File: config.mk
export PLATFORM = sky130hd
export DESIGN_NAME = bitmap_run_length_decoder_core
export DESIGN_NICKNAME = d
export VERILOG_FILES = /design/src/hw/rtl/brld_pkg.sv /design/src/hw/rtl/brld_step.sv /design/src/hw/rtl/bitmap_run_length_decoder_core.sv
export SDC_FILE = /design/constraint.sdc
export NUM_CORES = 1
export LEC_CHECK = 0
export ABC_AREA = 1
export BUFFER_PORTS_ARGS = -buffer_cell sky130_fd_sc_hd__buf_2
export CORE_UTILIZATION = 61
export DETAILED_ROUTE_END_ITERATION = 7
export GPL_TIMING_DRIVEN = 0
export PLACE_DENSITY_LB_ADDON = 0.15
export REMOVE_ABC_BUFFERS = 1
export SLEW_MARGIN = 10
export SYNTH_ARGS = -nofsm -noshare
export SYNTH_HDL_FRONTEND = slang
export SYNTH_SLANG_ARGS = --single-unit
File: constraint.sdc
create_clock -name clk -period 4.9 [get_ports clk]
set_input_delay 0.98 -clock clk [delete_from_list [all_inputs] [get_ports clk]]
set_output_delay 0.98 -clock clk [all_outputs]
set_load 0.005 [all_outputs]
File: src/hw/rtl/brld_pkg.sv
// Package with the types, codes and constants of the bitmap run-length decoder.
package brld_pkg;

	// Request types carried by an input transaction.
	localparam logic REQ_PUSH_BYTE = 1'b0;
	localparam logic REQ_PULL_WORD = 1'b1;

	// Status codes returned with every result.
	localparam logic [1:0] ST_OK        = 2'd0;
	localparam logic [1:0] ST_WRONG_REQ = 2'd1;
	localparam logic [1:0] ST_CLIPPED   = 2'd2;

	// Run kinds held in the two low bits of a run code.
	localparam logic [1:0] KIND_SKIP = 2'd0;
	localparam logic [1:0] KIND_BYTE = 2'd1;
	localparam logic [1:0] KIND_WORD = 2'd2;
	localparam logic [1:0] KIND_LIT  = 2'd3;

	// Header byte ranges of a variable-length value.
	localparam logic [7:0] HDR_SHORT_MAX = 8'd223;
	localparam logic [7:0] HDR_EXT_BASE  = 8'd224;
	localparam logic [7:0] HDR_EXT_MAX   = 8'd254;

	// Bytes in one assembled word.
	localparam logic [2:0] WORD_BYTES = 3'd4;

	typedef enum logic [2:0] {
		PH_HDR       = 3'd0,
		PH_EXT_SHORT = 3'd1,
		PH_EXT_LONG  = 3'd2,
		PH_FILL_BYTE = 3'd3,
		PH_FILL_WORD = 3'd4,
		PH_LIT_WORD  = 3'd5,
		PH_EMIT      = 3'd6
	} phase_t;

	typedef struct packed {
		logic       req_type;
		logic [7:0] in_byte;
	} in_t;

	typedef struct packed {
		logic        word_valid;
		logic [31:0] out_word;
		logic        last_word;
		logic        need_byte;
		logic [1:0]  status;
	} out_t;

	typedef struct packed {
		phase_t      phase;
		logic [31:0] assembly;
		logic [2:0]  bytes_left;
		logic        header_target;
		logic [31:0] words_remaining;
		logic [29:0] run_left;
		logic [1:0]  run_kind;
		logic [31:0] fill_word;
	} dec_state_t;

	localparam dec_state_t STATE_RESET = '{
		phase:           PH_HDR,
		assembly:        32'd0,
		bytes_left:      3'd0,
		header_target:   1'b0,
		words_remaining: 32'd0,
		run_left:        30'd0,
		run_kind:        2'd0,
		fill_word:       32'd0
	};

endpackage

File: src/hw/rtl/brld_step.sv
// Combinational decode step: one transaction against the current decoder state.
module brld_step (
	input  brld_pkg::dec_state_t cur,
	input  brld_pkg::in_t        item,
	input  logic                 big_endian,
	output brld_pkg::dec_state_t nxt,
	output brld_pkg::out_t       res
);
	import brld_pkg::*;

	logic [31:0] asm4;
	logic [2:0]  bl4;
	logic        done4;
	logic        vd;
	logic [31:0] vval;
	logic [31:0] len32;
	logic        clip;
	logic        emitting;
	logic        wrong;
	logic [31:0] wr_dec;

	// Four-byte assembly shared by the long header, fill word and literal words.
	always_comb begin
		if (big_endian) begin
			asm4 = {cur.assembly[23:0], item.in_byte};
		end else begin
			asm4 = {item.in_byte, cur.assembly[31:8]};
		end
		bl4   = (cur.bytes_left != 3'd0) ? cur.bytes_left - 3'd1 : 3'd0;
		done4 = (bl4 == 3'd0);
	end

	// Next-state logic.
	always_comb begin
		nxt   = cur;
		vd    = 1'b0;
		vval  = 32'd0;
		len32 = 32'd0;
		clip  = 1'b0;
		unique case (cur.phase)
			PH_EMIT: begin
				if (item.req_type == REQ_PULL_WORD) begin
					if (cur.run_left != 30'd0) begin
						nxt.run_left = cur.run_left - 30'd1;
					end
					if (cur.words_remaining != 32'd0) begin
						nxt.words_remaining = cur.words_remaining - 32'd1;
					end
					if (nxt.words_remaining == 32'd0) begin
						nxt.phase         = PH_HDR;
						nxt.header_target = 1'b0;
						nxt.run_left      = 30'd0;
					end else if (nxt.run_left == 30'd0) begin
						nxt.phase = PH_HDR;
					end else if (cur.run_kind == KIND_LIT) begin
						nxt.phase      = PH_LIT_WORD;
						nxt.assembly   = 32'd0;
						nxt.bytes_left = WORD_BYTES;
					end
				end
			end
			PH_HDR: begin
				if (item.req_type == REQ_PUSH_BYTE) begin
					if (item.in_byte <= HDR_SHORT_MAX) begin
						vd   = 1'b1;
						vval = {24'd0, item.in_byte};
					end else if (item.in_byte <= HDR_EXT_MAX) begin
						nxt.assembly   = {24'd0, item.in_byte - HDR_EXT_BASE};
						nxt.bytes_left = 3'd1;
						nxt.phase      = PH_EXT_SHORT;
					end else begin
						nxt.phase      = PH_EXT_LONG;
						nxt.assembly   = 32'd0;
						nxt.bytes_left = WORD_BYTES;
					end
				end
			end
			PH_EXT_SHORT: begin
				if (item.req_type == REQ_PUSH_BYTE) begin
					nxt.bytes_left = 3'd0;
					vd             = 1'b1;
					vval           = {cur.assembly[23:0], item.in_byte};
				end
			end
			PH_EXT_LONG: begin
				if (item.req_type == REQ_PUSH_BYTE) begin
					nxt.assembly   = asm4;
					nxt.bytes_left = bl4;
					vd             = done4;
					vval           = asm4;
				end
			end
			PH_FILL_BYTE: begin
				if (item.req_type == REQ_PUSH_BYTE) begin
					nxt.fill_word = {4{item.in_byte}};
					nxt.phase     = (cur.run_left != 30'd0) ? PH_EMIT : PH_HDR;
				end
			end
			PH_FILL_WORD: begin
				if (item.req_type == REQ_PUSH_BYTE) begin
					nxt.assembly   = asm4;
					nxt.bytes_left = bl4;
					if (done4) begin
						nxt.fill_word = asm4;
						nxt.phase     = (cur.run_left != 30'd0) ? PH_EMIT : PH_HDR;
					end
				end
			end
			PH_LIT_WORD: begin
				if (item.req_type == REQ_PUSH_BYTE) begin
					nxt.assembly   = asm4;
					nxt.bytes_left = bl4;
					if (done4) begin
						nxt.fill_word = asm4;
						nxt.phase     = PH_EMIT;
					end
				end
			end
			default: begin
				nxt.phase = PH_HDR;
			end
		endcase

		// A completed variable-length value is either the word count or a run code.
		if (vd) begin
			nxt.phase = PH_HDR;
			if (!cur.header_target) begin
				nxt.words_remaining = vval;
				nxt.header_target   = (vval != 32'd0);
			end else begin
				len32 = {2'b00, vval[31:2]};
				if (len32 > cur.words_remaining) begin
					len32 = cur.words_remaining;
					clip  = 1'b1;
				end
				nxt.run_left = len32[29:0];
				nxt.run_kind = vval[1:0];
				case (vval[1:0])
					KIND_SKIP: begin
						nxt.phase = (nxt.run_left != 30'd0) ? PH_EMIT : PH_HDR;
					end
					KIND_BYTE: begin
						nxt.phase = PH_FILL_BYTE;
					end
					KIND_WORD: begin
						nxt.phase      = PH_FILL_WORD;
						nxt.assembly   = 32'd0;
						nxt.bytes_left = WORD_BYTES;
					end
					default: begin
						if (nxt.run_left != 30'd0) begin
							nxt.phase      = PH_LIT_WORD;
							nxt.assembly   = 32'd0;
							nxt.bytes_left = WORD_BYTES;
						end
					end
				endcase
			end
		end
	end

	// Result logic.
	always_comb begin
		emitting = (cur.phase == PH_EMIT) && (item.req_type == REQ_PULL_WORD);
		wrong    = (cur.phase == PH_EMIT) ? (item.req_type == REQ_PUSH_BYTE)
		                                  : (item.req_type == REQ_PULL_WORD);
		wr_dec   = (cur.words_remaining != 32'd0) ? cur.words_remaining - 32'd1 : 32'd0;

		res.word_valid = emitting;
		res.out_word   = (emitting && cur.run_kind != KIND_SKIP) ? cur.fill_word : 32'd0;
		res.last_word  = emitting && (wr_dec == 32'd0);
		res.need_byte  = (nxt.phase != PH_EMIT);
		if (wrong) begin
			res.status = ST_WRONG_REQ;
		end else if (clip) begin
			res.status = ST_CLIPPED;
		end else begin
			res.status = ST_OK;
		end
	end

endmodule

File: src/hw/rtl/bitmap_run_length_decoder_core.sv
// Top level of the bitmap run-length decoder: channel registers and decoder state.
//
// The block decodes a run-length coded bitmap. Each input transaction either
// pushes one coded byte (req_type 0) or pulls one decoded 32-bit word
// (req_type 1), and every input transaction yields exactly one result
// transaction carrying the word (if any), a last-word flag, need_byte and a
// status code. A request of the wrong type is answered with a status and
// leaves the decoder untouched, so the user may watch need_byte to pick the
// next request.
// An accepted transaction is held in the input register, the decode step
// then runs in combinational logic and its result is captured in the output
// register when the item moves on, so each result passes through both
// registers; one transaction can be taken every cycle while the receiver
// does not stall.
// When the receiver stalls, the output register holds its result, the input
// register may still fill, and in_ready drops only once both are occupied.
// cfg_we writes the word byte order (cfg_wdata 1 is most significant byte
// first); it is only to be written while the block holds no transaction.
// Asynchronous reset empties both registers, selects most significant byte
// first and sets the decoder to expect a new word count.
module bitmap_run_length_decoder_core (
	input  logic           clk,
	input  logic           arst_n,
	input  logic           in_valid,
	output logic           in_ready,
	input  brld_pkg::in_t  in_data,
	output logic           out_valid,
	input  logic           out_ready,
	output brld_pkg::out_t out_data,
	input  logic           cfg_we,
	input  logic           cfg_wdata
);
	import brld_pkg::*;

	in_t        item_s1;
	logic       item_vld_s1;
	dec_state_t state_q;
	dec_state_t state_nxt;
	out_t       res_nxt;
	out_t       res_q;
	logic       res_vld_q;
	logic       big_endian_q;
	logic       out_free;
	logic       advance;

	// The output register can take a new result when it is empty or being drained.
	assign out_free  = !res_vld_q || out_ready;
	// The item in the input register is decoded in the cycle it moves on.
	assign advance   = item_vld_s1 && out_free;
	assign in_ready  = !item_vld_s1 || out_free;
	assign out_valid = res_vld_q;
	assign out_data  = res_q;

	brld_step u_step (
		.cur        (state_q),
		.item       (item_s1),
		.big_endian (big_endian_q),
		.nxt        (state_nxt),
		.res        (res_nxt)
	);

	// Configuration register.
	always_ff @(posedge clk or negedge arst_n) begin
		if (!arst_n) begin
			big_endian_q <= 1'b1;
		end else if (cfg_we) begin
			big_endian_q <= cfg_wdata;
		end
	end

	// Input register stage.
	always_ff @(posedge clk or negedge arst_n) begin
		if (!arst_n) begin
			item_vld_s1 <= 1'b0;
		end else if (in_ready) begin
			item_vld_s1 <= in_valid;
		end
	end

	always_ff @(posedge clk) begin
		if (in_valid && in_ready) begin
			item_s1 <= in_data;
		end
	end

	// Decoder state advances once per decoded transaction.
	always_ff @(posedge clk or negedge arst_n) begin
		if (!arst_n) begin
			state_q <= STATE_RESET;
		end else if (advance) begin
			state_q <= state_nxt;
		end
	end

	// Output register.
	always_ff @(posedge clk or negedge arst_n) begin
		if (!arst_n) begin
			res_vld_q <= 1'b0;
		end else if (out_free) begin
			res_vld_q <= advance;
		end
	end

	always_ff @(posedge clk) begin
		if (advance) begin
			res_q <= res_nxt;
		end
	end

endmodule
==> run_results.csv <==
group,metric,value,unit
die,rows,55,
clock_tree,numCtsBuffers,17,
placement,place.gp.congestion,1.04,
worst_setup_path,critPathRequiredTime,5240,ps
clock_tree,cts.sinks,184,
synth,synth-warning-count,0,
clock_tree,tritoncts,"yes",
routing,viasPerCell,6.40,
finish,layout-area-overhead-vs-synth,10.1,%
sta,fin_crit,4730,ps
routing,vias,15700,
worst_setup_path,cp-start-kind,"flop",
clock_tree,clockBufferDepth,2,
sta,setup_viol,0,
die,dieArea,23900,um2
die,core,22800,um2
global_routing,grt_usage,40.4,%
routing,drcViolationCount,1,
worst_setup_path,rrSetupSlack,170,ps
sta,slew_viol_final,0,
pwr,ir_drop,0.000306,V
run,max_cap_violations,0,
sta,final-hold-violation-count,0,
worst_setup_path,worstPathMaxFanout,24,
synth,synth_async_sr_flop_share,75.0,%
worst_setup_path,worstReg2RegEnd,"state_q[99]",
finish,drive_above_1_share,8.46,%
finish,nFillCells,1973,
sta,post-route-period-util,96.4,%
clock_tree,insertion_delay,460,ps
worst_setup_path,crit_arrival,5070,ps
routing,wl_per_cell,19.7,um
synth,ys_seq_area_share,34.0,%
global_routing,grt_pass1_wl,75.4,mm
synth,syn_area,14200,um2
synth,synth_cell_types,52,
global_routing,grt_max_degree,100,
synth,ys_ff_latch,184,
routing,dr.pass1.iters,8,
global_routing,antenna_found_initial,0,
pwr,p_per_area,675,nW/um2
die,dieWidth,155,um
finish,fin_util,68.7,%
worst_setup_path,ff2ff_path_depth,23,
worst_setup_path,crit_path_end_kind,"flop",
synth,avgSynthCellArea,6.67,um2
placement,pre_cts_slack,-1780,ps
sta,worst_slack,175,ps
sta,skew,16.3,ps
routing,wl,48.4,mm
pwr,power,0.0106,W
global_routing,grt_pass1_vias,13900,
min_path,hold_path_class,"in -> async",
worst_setup_path,r2r-start,"state_q[132]",
synth,ys.flop_type,"dfrtp_1",
synth,synthCells,2131,
status,violations,"DRC",
worst_setup_path,path_class,"reg -> reg",
placement,hpwlAfterDp,32.9,mm
finish,nets,2180,
routing,ant_nets,0,
die,pin_count,54,
die,start_util,62.4,%
finish,diodes,0,
synth,synth-edff-count,46,
routing,drtIter0Drc,2516,
global_routing,grt-ovfl-total,0,
placement,io_buffers,53,
sta,worstMarginPinSlew,1230,ps
die,die_y,155,um
pwr,power_leakage,7.03,nW
clock_tree,htreeDepth,4,
sta,max-slew-margin-rel,18.1,%
sta,max_freq,212,MHz
placement,placed_area,14700,um2
status,outcome,"finished with violations",
finish,fin_area,15600,um2
clock_tree,clk_pin_slew,80,ps
clock_tree,hold_buffers,0,
clock_tree,cts_root_buf,"clkbuf_16",
sta,setup_tns,0,ps
## kinds of logic after synthesis
| group | after synthesis | synth area share (%) |
|---|---|---|
| compound gates | 506 | 21.0 |
| flops | 184 | 34.0 |
| fa+ha+maj | 38 | 3.34 |
| buf+inv | 359 | 10.3 |
| simple gates | 1020 | 29.9 |
| xor+xnor | 24 | 1.48 |
## Yosys cell counts (12+ instances only)
cell,number,area [um2]
buf_2,16,80.1
o21ai_1,34,170
nor2_2,12,75.1
dfrtp_1,137,3430
o22ai_1,36,225
edfxtp_1,46,1380
nand2_1,545,2050
nand3_1,151,756
clkbuf_1,74,278
nand4_1,23,144
xor2_1,22,193
a21oi_1,77,385
ha_1,38,475
o221ai_1,43,377
nor3_1,14,70.1
o21ai_0,232,1160
o211ai_1,28,210
nor2_1,245,920
a221oi_1,28,245
inv_1,244,916
## where the power goes
group          internal (W)  total [W]  switching, W  leakage [nW]
clock network      0.000736    0.00147      0.000730         0.292
registers           0.00214    0.00272      0.000581          2.20
logic               0.00197    0.00637       0.00440          4.53
total               0.00484     0.0106       0.00571          7.03
## layer usage
metal	up-vias	part of all wire, %	wire length [um]	global-route usage (%)
met5	-	0	0	0
met4	0	5.2	2520	19.3
met3	211	13	6500	9.05
met2	1150	43	20700	61.0
met1	7152	39	18700	54.9
li1	7179	-	-	-
## worst max-delay path by stage
stage	startpoint	to
finish	state_q[132]	state_q[99]
global route	state_q[132]	out_data[2]
CTS	state_q[132]	state_q[99]
detailed placement	state_q[132]	state_q[99]
global placement	state_q[133]	state_q[94]
floorplan	state_q[133]	state_q[77]
## area by class of cell
type / count / area (um2) / share of cell area (%)
multi-input cells: 1592 / 8190 / 52.3
flip-flops and latches: 184 / 4840 / 30.9
inverters: 252 / 958 / 6.13
repair buffers: 80 / 663 / 4.24
clock buffers: 18 / 429 / 2.74
well taps: 313 / 392 / 2.50
clock inverters: 14 / 173 / 1.10
## sequential cells by signal, indices dropped and copies added, names as in the netlist
signal	count
out_data	37
item_vld_s1	1
state_q	135
item_s1	9
out_valid	1
big_endian_q	1
## critical path: stages (launching register included)
cell      delay (ps)
dfrtp_2          490
inv_2            140
nor2_1           140
nand2_1          140
nor2_2           250
inv_4            210
o22ai_1          360
ha_1             310
and3_1           190
nand2_1          120
nor3b_2           80
nand3b_1         330
buf_4            320
nand3_1          100
nand2_1          250
nand2_1           90
nor2_1            90
nand2_1          110
nor2_2           220
nand3_4          190
nand2_8          230
nand3_1          120
nand2_1           80
inv_1             40
## stage by stage
stage          hold WS, ps  cells
2_1_floorplan          471   2024
3_3_place_gp           494   2390
3_5_place_dp           525   2407
4_1_cts                507   2444
5_1_grt                524   2453
6_report               463   2453
## timing repair
item | in CTS | in global routing
pin swaps | 0 | 4
buffers inserted | 4 | 6
gates resized for setup | 17 | 21
cloned | 1 | 3
setup endpoints to repair | 70 | 39
## placed cells by master (no fill, tap or decap), drive strengths merged, types with 3 or more instances in the layout
master,Yosys,final
nor3,15,15
clkinv,3,7
a21oi,77,77
inv,249,257
clkbuf,74,18
o21ai,266,266
nor4,7,7
o22ai,36,36
o221ai,43,43
nand3,155,156
nand2,550,552
a221oi,28,28
a31oi,11,11
nor3b,3,3
buf,33,80
nand3b,3,4
nand4,23,23
xor2,22,22
a22oi,3,3
o211ai,28,28
dfrtp,137,137
or2,5,5
nor2,258,258
edfxtp,46,46
a2111oi,3,3
ha,38,38
Note: power is estimated with default switching activity, not from simulation.
